**config.mk**
```make
export PLATFORM = sky130hd
export DESIGN_NAME = thick_line_rasterizer
export DESIGN_NICKNAME = d
export VERILOG_FILES = /design/src/design/tlr_pkg.sv /design/src/design/tlr_setup.sv /design/src/design/thick_line_rasterizer.sv
export SDC_FILE = /design/constraint.sdc
export NUM_CORES = 1
export LEC_CHECK = 0
export ABC_AREA = 1
export ABC_CLOCK_PERIOD_IN_PS = 8700
export BUFFER_PORTS_ARGS = -buffer_cell sky130_fd_sc_hd__buf_2
export CAP_MARGIN = 20
export CORE_MARGIN = 4
export CORE_UTILIZATION = 58
export CTS_CLUSTER_SIZE = 14
export DETAILED_ROUTE_END_ITERATION = 10
export GPL_TIMING_DRIVEN = 0
export PLACE_DENSITY_LB_ADDON = 0.2
export SKIP_CTS_REPAIR_TIMING = 1
export SLEW_MARGIN = 20
export SYNTH_ARGS = -nofsm -noshare
export SYNTH_HDL_FRONTEND = slang
export SYNTH_HIERARCHICAL = 1
export SYNTH_SLANG_ARGS = --single-unit
```
**constraint.sdc**
```tcl
create_clock -name clk -period 8.7 [get_ports clk]
set_input_delay 0.87 -clock clk [delete_from_list [all_inputs] [get_ports clk]]
set_output_delay 0.87 -clock clk [all_outputs]
set_load 0.02 [all_outputs]
```
**src/design/tlr_pkg.sv**
```systemverilog
// Shared constants and types for the thick line rasterizer.
// No dependencies; imported by tlr_setup and thick_line_rasterizer.
package tlr_pkg;

  // Field and register widths fixed by the interface
  localparam int OUT_W   = 12;
  localparam int THICK_W = 4;
  localparam int ORG_W   = 10;
  localparam int ADDR_W  = 4;
  localparam int DATA_W  = 32;

  // Register indexes (byte address is 4 * index)
  localparam logic [1:0] REG_THICKNESS = 2'd0;
  localparam logic [1:0] REG_ORIGIN_X  = 2'd1;
  localparam logic [1:0] REG_ORIGIN_Y  = 2'd2;

  // Register reset values
  localparam logic [THICK_W-1:0] THICKNESS_RST = 4'd1;
  localparam logic [ORG_W-1:0]   ORIGIN_X_RST  = 10'd300;
  localparam logic [ORG_W-1:0]   ORIGIN_Y_RST  = 10'd250;

  // Input commands
  localparam logic CMD_LOAD = 1'b0;
  localparam logic CMD_STEP = 1'b1;

  // Direction of travel, decided once per line
  typedef struct packed {
    logic step_x_neg;
    logic step_y_neg;
    logic steep;
  } octant_t;

endpackage

```
**src/design/tlr_setup.sv**
```systemverilog
// Line setup: endpoint deltas, octant and Bresenham error terms.
// Depends on tlr_pkg (octant_t).
module tlr_setup import tlr_pkg::*; #(
  parameter int COORD_BITS = 10
) (
  input  logic signed [COORD_BITS-1:0] x_start,
  input  logic signed [COORD_BITS-1:0] y_start,
  input  logic signed [COORD_BITS-1:0] x_end,
  input  logic signed [COORD_BITS-1:0] y_end,
  output octant_t                      octant,
  output logic        [COORD_BITS:0]   major_len,
  output logic signed [COORD_BITS+3:0] dec_init,
  output logic signed [COORD_BITS+3:0] inc_axis,
  output logic signed [COORD_BITS+3:0] inc_diag
);

  localparam int LW = COORD_BITS + 1;
  localparam int DW = COORD_BITS + 4;

  logic signed [LW-1:0] dx;
  logic signed [LW-1:0] dy;
  logic        [LW-1:0] adx;
  logic        [LW-1:0] ady;
  logic        [LW-1:0] minor_len;
  logic signed [DW-1:0] major_ext;
  logic signed [DW-1:0] minor_ext;

  // Signed deltas and their magnitudes
  assign dx  = {x_end[COORD_BITS-1], x_end} - {x_start[COORD_BITS-1], x_start};
  assign dy  = {y_end[COORD_BITS-1], y_end} - {y_start[COORD_BITS-1], y_start};
  assign adx = dx[LW-1] ? LW'(-dx) : LW'(dx);
  assign ady = dy[LW-1] ? LW'(-dy) : LW'(dy);

  // Major axis is the longer one; x wins a tie
  assign octant.step_x_neg = dx[LW-1];
  assign octant.step_y_neg = dy[LW-1];
  assign octant.steep      = ady > adx;
  assign major_len         = octant.steep ? ady : adx;
  assign minor_len         = octant.steep ? adx : ady;

  // Error terms: start value and the two increments
  assign major_ext = $signed({{(DW-LW){1'b0}}, major_len});
  assign minor_ext = $signed({{(DW-LW){1'b0}}, minor_len});
  assign inc_axis  = minor_ext <<< 1;
  assign inc_diag  = (minor_ext - major_ext) <<< 1;
  assign dec_init  = (minor_ext <<< 1) - major_ext;

endmodule

```
**src/design/thick_line_rasterizer.sv**
```systemverilog
// Thick line rasterizer top level: Bresenham stepper with APB register port.
// Depends on tlr_pkg and tlr_setup.
//
// Input channel (in_valid / in_stall): a load transfer (in_cmd = load)
// latches two signed endpoints and gives no result. Each step transfer
// gives one result: the next screen pixel (x + origin_x, origin_y - y),
// with pass_last on the final pixel of a pass and line_last on the final
// pixel of the last pass. A step once the line is finished, or before any
// load, gives a result with every field zero. The thickness register sets
// the number of passes, each one column to the right of the previous one.
// The result appears on out_valid in the cycle after its input transfer.
// Throughput: one item per cycle while in_stall is low; the step add on
// the error term and the coordinate update are combinational, ahead of
// the line state registers.
// A stalled result holds in the output register; the input side stalls
// only while that register is full and out_stall is high.
// Reset (rst_n low, synchronous) leaves the block idle with registers at
// thickness 1, origin_x 300, origin_y 250.
module thick_line_rasterizer import tlr_pkg::*; #(
  parameter int COORD_BITS = 10
) (
  input  logic                        clk,
  input  logic                        rst_n,
  // input channel
  input  logic                        in_valid,
  output logic                        in_stall,
  input  logic                        in_cmd,
  input  logic signed [COORD_BITS-1:0] in_x_start,
  input  logic signed [COORD_BITS-1:0] in_y_start,
  input  logic signed [COORD_BITS-1:0] in_x_end,
  input  logic signed [COORD_BITS-1:0] in_y_end,
  // result channel
  output logic                        out_valid,
  input  logic                        out_stall,
  output logic signed [OUT_W-1:0]     out_pixel_x,
  output logic signed [OUT_W-1:0]     out_pixel_y,
  output logic                        out_pixel_valid,
  output logic                        out_pass_last,
  output logic                        out_line_last,
  // register port
  input  logic                        psel,
  input  logic                        penable,
  input  logic                        pwrite,
  input  logic        [ADDR_W-1:0]    paddr,
  input  logic        [DATA_W-1:0]    pwdata,
  output logic        [DATA_W-1:0]    prdata,
  output logic                        pready
);

  localparam int LW = COORD_BITS + 1;
  localparam int DW = COORD_BITS + 4;
  localparam int CW = COORD_BITS + 2;
  localparam int SW = ((CW > OUT_W) ? CW : OUT_W) + 1;

  // Configuration registers
  logic [THICK_W-1:0] thickness_r;
  logic [ORG_W-1:0]   origin_x_r;
  logic [ORG_W-1:0]   origin_y_r;
  logic               cfg_wr;

  // Line state
  logic                 busy_r, busy_nxt;
  octant_t              octant_r, octant_nxt;
  logic        [LW-1:0] major_len_r, major_len_nxt;
  logic        [LW-1:0] steps_done_r, steps_done_nxt;
  logic [THICK_W-1:0]   pass_index_r, pass_index_nxt;
  logic signed [DW-1:0] decision_r, decision_nxt;
  logic signed [DW-1:0] dec_init_r, dec_init_nxt;
  logic signed [DW-1:0] inc_axis_r, inc_axis_nxt;
  logic signed [DW-1:0] inc_diag_r, inc_diag_nxt;
  logic signed [CW-1:0] cur_x_r, cur_x_nxt;
  logic signed [CW-1:0] cur_y_r, cur_y_nxt;
  logic signed [COORD_BITS-1:0] saved_x_r, saved_x_nxt;
  logic signed [COORD_BITS-1:0] saved_y_r, saved_y_nxt;

  // Result register
  logic                    out_valid_r, out_valid_nxt;
  logic signed [OUT_W-1:0] pixel_x_r, pixel_x_nxt;
  logic signed [OUT_W-1:0] pixel_y_r, pixel_y_nxt;
  logic                    pixel_valid_r, pixel_valid_nxt;
  logic                    pass_last_r, pass_last_nxt;
  logic                    line_last_r, line_last_nxt;

  // Setup outputs
  octant_t              su_octant;
  logic        [LW-1:0] su_major_len;
  logic signed [DW-1:0] su_dec_init;
  logic signed [DW-1:0] su_inc_axis;
  logic signed [DW-1:0] su_inc_diag;

  // Datapath helpers
  logic                     acc, acc_load, acc_step;
  logic [THICK_W-1:0]       passes;
  logic                     plast, llast;
  logic [THICK_W-1:0]       pass_inc;
  logic signed [COORD_BITS-1:0] base_x;
  logic [THICK_W-1:0]       base_shift;
  logic signed [CW-1:0]     start_x;
  logic signed [CW-1:0]     step_x, step_y;
  logic signed [SW-1:0]     scr_x, scr_y;

  // ---------------------------------------------------------------
  // Register port
  assign pready = 1'b1;
  assign cfg_wr = psel && penable && pwrite && pready;

  always_ff @(posedge clk) begin
    if (!rst_n) begin
      thickness_r <= THICKNESS_RST;
      origin_x_r  <= ORIGIN_X_RST;
      origin_y_r  <= ORIGIN_Y_RST;
    end else if (cfg_wr) begin
      case (paddr[3:2])
        REG_THICKNESS: thickness_r <= pwdata[THICK_W-1:0];
        REG_ORIGIN_X:  origin_x_r  <= pwdata[ORG_W-1:0];
        REG_ORIGIN_Y:  origin_y_r  <= pwdata[ORG_W-1:0];
        default: ;
      endcase
    end
  end

  always_comb begin
    case (paddr[3:2])
      REG_THICKNESS: prdata = {{(DATA_W-THICK_W){1'b0}}, thickness_r};
      REG_ORIGIN_X:  prdata = {{(DATA_W-ORG_W){1'b0}}, origin_x_r};
      REG_ORIGIN_Y:  prdata = {{(DATA_W-ORG_W){1'b0}}, origin_y_r};
      default:       prdata = '0;
    endcase
  end

  // ---------------------------------------------------------------
  // Handshake: stall only when the result register is full and held
  assign in_stall = out_valid_r && out_stall;
  assign acc      = in_valid && !in_stall;
  assign acc_load = acc && (in_cmd == CMD_LOAD);
  assign acc_step = acc && (in_cmd == CMD_STEP);

  tlr_setup #(.COORD_BITS(COORD_BITS)) u_setup (
    .x_start   (in_x_start),
    .y_start   (in_y_start),
    .x_end     (in_x_end),
    .y_end     (in_y_end),
    .octant    (su_octant),
    .major_len (su_major_len),
    .dec_init  (su_dec_init),
    .inc_axis  (su_inc_axis),
    .inc_diag  (su_inc_diag)
  );

  // End of pass / end of line; thickness zero counts as one pass
  assign passes   = (thickness_r == '0) ? THICK_W'(1) : thickness_r;
  assign plast    = steps_done_r >= major_len_r;
  assign llast    = plast && ({1'b0, pass_index_r} + 5'd1 >= {1'b0, passes});
  assign pass_inc = pass_index_r + THICK_W'(1);

  // Start column of a pass: saved x shifted right by the pass index
  assign base_x     = acc_load ? in_x_start : saved_x_r;
  assign base_shift = acc_load ? '0 : pass_inc;
  assign start_x    = $signed({{(CW-COORD_BITS){base_x[COORD_BITS-1]}}, base_x})
                    + $signed({{(CW-THICK_W){1'b0}}, base_shift});

  // Unit steps: all ones is -1, otherwise +1
  assign step_x = cur_x_r + $signed({{(CW-1){octant_r.step_x_neg}}, 1'b1});
  assign step_y = cur_y_r + $signed({{(CW-1){octant_r.step_y_neg}}, 1'b1});

  // Screen mapping, kept to the low bits of the result
  assign scr_x = $signed({{(SW-CW){cur_x_r[CW-1]}}, cur_x_r})
               + $signed({{(SW-ORG_W){1'b0}}, origin_x_r});
  assign scr_y = $signed({{(SW-ORG_W){1'b0}}, origin_y_r})
               - $signed({{(SW-CW){cur_y_r[CW-1]}}, cur_y_r});

  // ---------------------------------------------------------------
  // Line state update
  always_comb begin
    busy_nxt       = busy_r;
    octant_nxt     = octant_r;
    major_len_nxt  = major_len_r;
    steps_done_nxt = steps_done_r;
    pass_index_nxt = pass_index_r;
    decision_nxt   = decision_r;
    dec_init_nxt   = dec_init_r;
    inc_axis_nxt   = inc_axis_r;
    inc_diag_nxt   = inc_diag_r;
    cur_x_nxt      = cur_x_r;
    cur_y_nxt      = cur_y_r;
    saved_x_nxt    = saved_x_r;
    saved_y_nxt    = saved_y_r;
    if (acc_load) begin
      busy_nxt       = 1'b1;
      octant_nxt     = su_octant;
      major_len_nxt  = su_major_len;
      dec_init_nxt   = su_dec_init;
      inc_axis_nxt   = su_inc_axis;
      inc_diag_nxt   = su_inc_diag;
      saved_x_nxt    = in_x_start;
      saved_y_nxt    = in_y_start;
      pass_index_nxt = '0;
      steps_done_nxt = '0;
      decision_nxt   = su_dec_init;
      cur_x_nxt      = start_x;
      cur_y_nxt      = $signed({{(CW-COORD_BITS){in_y_start[COORD_BITS-1]}}, in_y_start});
    end else if (acc_step && busy_r) begin
      if (llast) begin
        busy_nxt = 1'b0;
      end else if (plast) begin
        // next pass, one column further right
        pass_index_nxt = pass_inc;
        steps_done_nxt = '0;
        decision_nxt   = dec_init_r;
        cur_x_nxt      = start_x;
        cur_y_nxt      = $signed({{(CW-COORD_BITS){saved_y_r[COORD_BITS-1]}}, saved_y_r});
      end else begin
        steps_done_nxt = steps_done_r + LW'(1);
        if (decision_r[DW-1]) begin
          // axial step along the major axis only
          decision_nxt = decision_r + inc_axis_r;
          if (octant_r.steep) begin
            cur_y_nxt = step_y;
          end else begin
            cur_x_nxt = step_x;
          end
        end else begin
          // diagonal step
          decision_nxt = decision_r + inc_diag_r;
          cur_x_nxt    = step_x;
          cur_y_nxt    = step_y;
        end
      end
    end
  end

  // Result register contents
  always_comb begin
    out_valid_nxt   = out_valid_r && out_stall;
    pixel_x_nxt     = pixel_x_r;
    pixel_y_nxt     = pixel_y_r;
    pixel_valid_nxt = pixel_valid_r;
    pass_last_nxt   = pass_last_r;
    line_last_nxt   = line_last_r;
    if (acc_step) begin
      out_valid_nxt = 1'b1;
      if (busy_r) begin
        pixel_x_nxt     = scr_x[OUT_W-1:0];
        pixel_y_nxt     = scr_y[OUT_W-1:0];
        pixel_valid_nxt = 1'b1;
        pass_last_nxt   = plast;
        line_last_nxt   = llast;
      end else begin
        pixel_x_nxt     = '0;
        pixel_y_nxt     = '0;
        pixel_valid_nxt = 1'b0;
        pass_last_nxt   = 1'b0;
        line_last_nxt   = 1'b0;
      end
    end
  end

  // Control state
  always_ff @(posedge clk) begin
    if (!rst_n) begin
      busy_r      <= 1'b0;
      out_valid_r <= 1'b0;
    end else begin
      busy_r      <= busy_nxt;
      out_valid_r <= out_valid_nxt;
    end
  end

  // Datapath registers
  always_ff @(posedge clk) begin
    octant_r      <= octant_nxt;
    major_len_r   <= major_len_nxt;
    steps_done_r  <= steps_done_nxt;
    pass_index_r  <= pass_index_nxt;
    decision_r    <= decision_nxt;
    dec_init_r    <= dec_init_nxt;
    inc_axis_r    <= inc_axis_nxt;
    inc_diag_r    <= inc_diag_nxt;
    cur_x_r       <= cur_x_nxt;
    cur_y_r       <= cur_y_nxt;
    saved_x_r     <= saved_x_nxt;
    saved_y_r     <= saved_y_nxt;
    pixel_x_r     <= pixel_x_nxt;
    pixel_y_r     <= pixel_y_nxt;
    pixel_valid_r <= pixel_valid_nxt;
    pass_last_r   <= pass_last_nxt;
    line_last_r   <= line_last_nxt;
  end

  assign out_valid       = out_valid_r;
  assign out_pixel_x     = pixel_x_r;
  assign out_pixel_y     = pixel_y_r;
  assign out_pixel_valid = pixel_valid_r;
  assign out_pass_last   = pass_last_r;
  assign out_line_last   = line_last_r;

`ifndef SYNTHESIS
  // Idle results carry no end markers
  a_idle_flags: assert property (@(posedge clk) disable iff (!rst_n)
    (out_valid && !out_pixel_valid) |-> (!out_pass_last && !out_line_last))
    else $error("idle result with end marker");

  // End of line is always end of a pass
  a_line_in_pass: assert property (@(posedge clk) disable iff (!rst_n)
    (out_valid && out_line_last) |-> out_pass_last)
    else $error("line_last without pass_last");

  // Last pixel of the line returns the block to idle
  a_line_done: assert property (@(posedge clk) disable iff (!rst_n)
    (acc_step && busy_r && llast) |=> !busy_r)
    else $error("still busy after last pixel");

  // Step counter never passes the major length
  a_steps_bound: assert property (@(posedge clk) disable iff (!rst_n)
    busy_r |-> (steps_done_r <= major_len_r))
    else $error("step count beyond major length");

  // A load starts the first pass from step zero
  a_load_start: assert property (@(posedge clk) disable iff (!rst_n)
    acc_load |=> (busy_r && steps_done_r == '0 && pass_index_r == '0))
    else $error("load did not restart the line");
`endif

endmodule

```
==> results list <==
- Fraction of the cycle the final worst path needs: 0.838
- The cell family contributing the most delay on the critical path is compound AO/OA/AOI/OAI gates.
- Instance count along the most critical hold path: 2
- Clock-pin slew was measured on the worst setup and hold paths at 0.07 ns.
- For this run, the register share of the synthesized area comes to 0.349.
* Post-synthesis area per instance: 7.64 sq um
- NetSw: 2010 uW
- Area inside the core boundary: 0.0238 sq mm
- Final Max Slew Viols: 0
- Hold path startpoint: saved_x_r[2]$_DFF_P_
* Fin cells: 2332
- Synth async-reset ratio: 0
* Final period demand of the worst path: 7.29 ns
- DRC marker count from the first detailed-route iteration: approximately 1100
- IR analysis of the VDD net gives a maximum drop of 0.000320 V.
* Number of buffers added by the clock tree synthesis step: 17
* Via count of the routed design: 12664
- Number of fillers in the final layout: 2053
- TritonCTS built the clock tree.
- In this run the remaining antenna-violating nets after routing total 0.
* Source of the worst register-to-register timing path: out_valid$_SDFF_PN0_
- For the worst flop-to-flop path, the logic depth is 19.
* Antenna cell count: 0
- Internal power summed over all cells: between 2000 and 2500 uW
* Post-detailed-route DRC marker count: 0
- Reported leakage power: 0.00775 uW
- Measured against the total synthesized area, the mux share comes to 0.
- Synth unique cells: 55
- In this run the worst path has a maximum fanout of 10.
- Cell taking the most area after synthesis: edfxtp_1
- Total clock sinks: 182
- Post-synthesis adder-cell area fraction: 0.116
- For this run, the slowest stage of the critical path takes 0.49 ns.
- The cell that appears most often on the critical path is nand2_1.
* Total of flip-flops plus latches after synthesis: 182
- The routed design has about 37000 um of wire.
* Worst clock skew: 0.0123 ns
- Synth-to-Final Area Change: 11.1%
- The multi-input combinational cells in the finished layout cover a total of 0.00791 sq mm.
- Synth Area in XOR/XNOR: 0.0400
- # rows: 56
* Clk_lat worst skew: 0.44 ns
- Adding up every negative setup slack in the final design gives 0 ns.
- The clock passes through at most 2 buffers.
- Hold Path Class: register to register
* Number of warnings issued by yosys: 6
* Highest-count cells in the layout ignoring fill and taps: 504 x nand2_1, 240 x inv_1, 131 x edfxtp_1
- The synthesized design contains 131 enable-type register cells.
* First-pass GRT wire length: between 50000 and 60000 um
- Among all flip-flop cells after synthesis, the most frequent one is edfxtp_1.
- The mapped netlist covers 0.0142 sq mm.
- Horiz. Die Dim: 164 um
- The critical path starts at in_y_start[0].
* Tightest slew margin relative to the limit: 0.532
- After detailed routing, the average wire length per cell comes to between 15 and 20 um.
- Final setup viols: 0
- Antenna violations before repair: 0
- Synthesized-area fraction occupied by and/or/nand/nor cells: 0.273
* Final hold violation count: 0
- Power per standard cell area: 282 mW/mm^2
- Hpwl dp: 29300 um
- The via count of the first global-routing pass came to 11659.
- STA puts the critical path data arrival time at 7.60 ns.
- Die area: around 0.027 sq mm
* Kind of end point of the critical path: register
- Fraction of power spent switching nets: 0.453
- Count of max-cap constraint violations: 0
* Final Instance Area: 0.0158 sq mm
* Buffers & Inverters on Critical Path: 7
* Synthesized instance count: between 1500 and 2000
- Buffers added on ports: 98
- For this run, the total global-route usage over all layers was measured as 0.271.
- In this run the cell area measured after placement is 0.0152 sq mm.
* Layout Nets: 2210
* Sequential group share of total power: 0.288
- Share of Yosys cell area claimed by the top area cell type: 0.277
* Register area: about 0.0050 sq mm
- Cell at the slowest stage of the critical path: a211oi_1
- The worst setup path is of the primary input to register kind.
- Initial DRT Pass Iterations: 5
* Number of top-level pins: 146
- The critical path runs through a total of 40 cells.
* Largest family of logic cells by synthesized area: simple AND/OR/NAND/NOR gates
- At the pin with the least slew margin, the transition time is ~0.70 ns.
- Hold slack final: about 0.47 ns
- The library cell used most frequently in the layout, excluding fill and tap cells, is nand2_1.
* Routability-driven placement congestion ratio: 0.945
* Largest net degree at the start of global routing: 50
* Number of cells after detailed placement: between 2000 and 2500
- Unrepaired setup endpoints after global routing: false
* Max Freq: about 140 MHz
- Remaining global-route overflow: 0
* Deepest level of the CTS H-tree: 4
* Die boundary height: 164 um
- Clock tree synthesis selected as its root buffer the cell clkbuf_16.
- Share of the synthesized area in compound gates (AO/OA/AOI/OAI): 0.120
* Mean number of vias per cell: roughly 5.4
- Starting density of the core: 0.597
* Share of final-layout standard cells stronger than drive strength 1: 0.154
- Clock Power Share: 0.169
- Cells taking the most area after synthesis: edfxtp_1 28%, nand2_1 13%, ha_1 10%, dfxtp_1 7.2%, inv_1 6.4%
* Share of total power in combinational logic: 0.543
* Setup slack of the worst register-to-register path: 5.26 ns
- Final core utilization: 0.664
* Critical Path Start Type: primary input
- Outcome: complete, no violations
- For the worst setup path, the data required time is 9.01 ns.
[state kept, by name, indices dropped and copies added, names as in the netlist, 12 cells and up]
name and flops:
dec_init_r 14, decision_r 14, inc_axis_r 14, inc_diag_r 14, cur_x_r 12, cur_y_r 12, out_pixel_x 12, out_pixel_y 12
[per-stage QoR]
stage / worst slack (ns) / power, uW
after floorplan: 2.47 / 3040
after global placement: 1.28 / 3580
after detailed placement: 1.11 / 3650
after CTS: 1.54 / 4400
after global routing: 0.763 / 4760
final: 1.41 / 4440
[power by group through the flow]
stage | sequential, uW | combinational [uW] | clock (uW)
2_1_floorplan | 1280 | 1760 | 0
3_3_place_gp | 1300 | 2280 | 0
3_5_place_dp | 1300 | 2350 | 0
4_1_cts | 1280 | 2370 | 755
5_1_grt | 1290 | 2670 | 795
6_report | 1280 | 2410 | 749
[area by class of cell]
cell class,count,share of cell area
Clock inverter,14,0.00873
Timing Repair Buffer,99,0.0328
Buffer,64,0.0300
Clock buffer,18,0.0272
Tap cell,319,0.0253
Inverter,253,0.0604
Sequential cell,182,0.314
Multi-Input combinational cell,1383,0.501
[cell families (layout without fill, tap and decap cells)]
group	count (synthesis)	after routing
AOI/OAI and AO/OA	288	288
xor gates and xnor gates	64	64
adders and majority gates	126	126
buffers and inverters	317	448
DFF	182	182
other	3	27
and+or+nand+nor	878	878
[synth_stat cells (2+ instances only)]
cell type and n:
clkbuf_1 11, inv_2 9, buf_4 34, a21oi_1 106, nor2_1 129, nand4_2 2
a21oi_2 16, a21o_1 8, buf_8 3, nand2_2 41, o21ai_2 9, clkinv_1 2
edfxtp_1 131, inv_1 241, nand2_4 9, nor2_2 15, nand3_2 9, a31oi_1 9
conb_1 3, ha_1 117, or2_2 4, fa_1 9, buf_12 2, nor2_4 3
xor2_1 52, o21ai_0 86, nor3_1 13, o221ai_1 2, buf_2 11, o21ai_4 2
xnor2_1 11, o211ai_1 8, buf_6 3, nand3b_1 9, nand3_1 117, o21ai_1 10
dfxtp_1 51, a22o_1 6, nand4_1 19, o21bai_1 14, nand2_1 504, a21boi_0 2
o21a_1 4
[path summary, 6_finish.rpt]
| path | end |
|---|---|
| worst max-delay path | decision_r[13]$_DFFE_PP_ |
| worst min register to register | saved_x_r[2]$_DFF_P_ |
| worst max register to register | cur_x_r[11]$_DFFE_PP_ |
| worst min-delay path | saved_x_r[2]$_DFF_P_ |
[routing by layer]
layer,track usage,wire (um),vias to the layer above,share of wire
li1,-,-,6340,-
met1,0.376,16200,5777,0.44
met2,0.445,16700,479,0.46
met3,0.0377,2740,68,0.075
met4,0.0798,896,0,0.024
met5,0,0,-,0
[worst min-delay path: cells and delay by family (launching register included)]
family	cells	cell delay, ns
AND/OR/NAND/NOR	2	0.12
flip-flops	1	0.31
No activity file was read; power rests on OpenSTA's default activity.
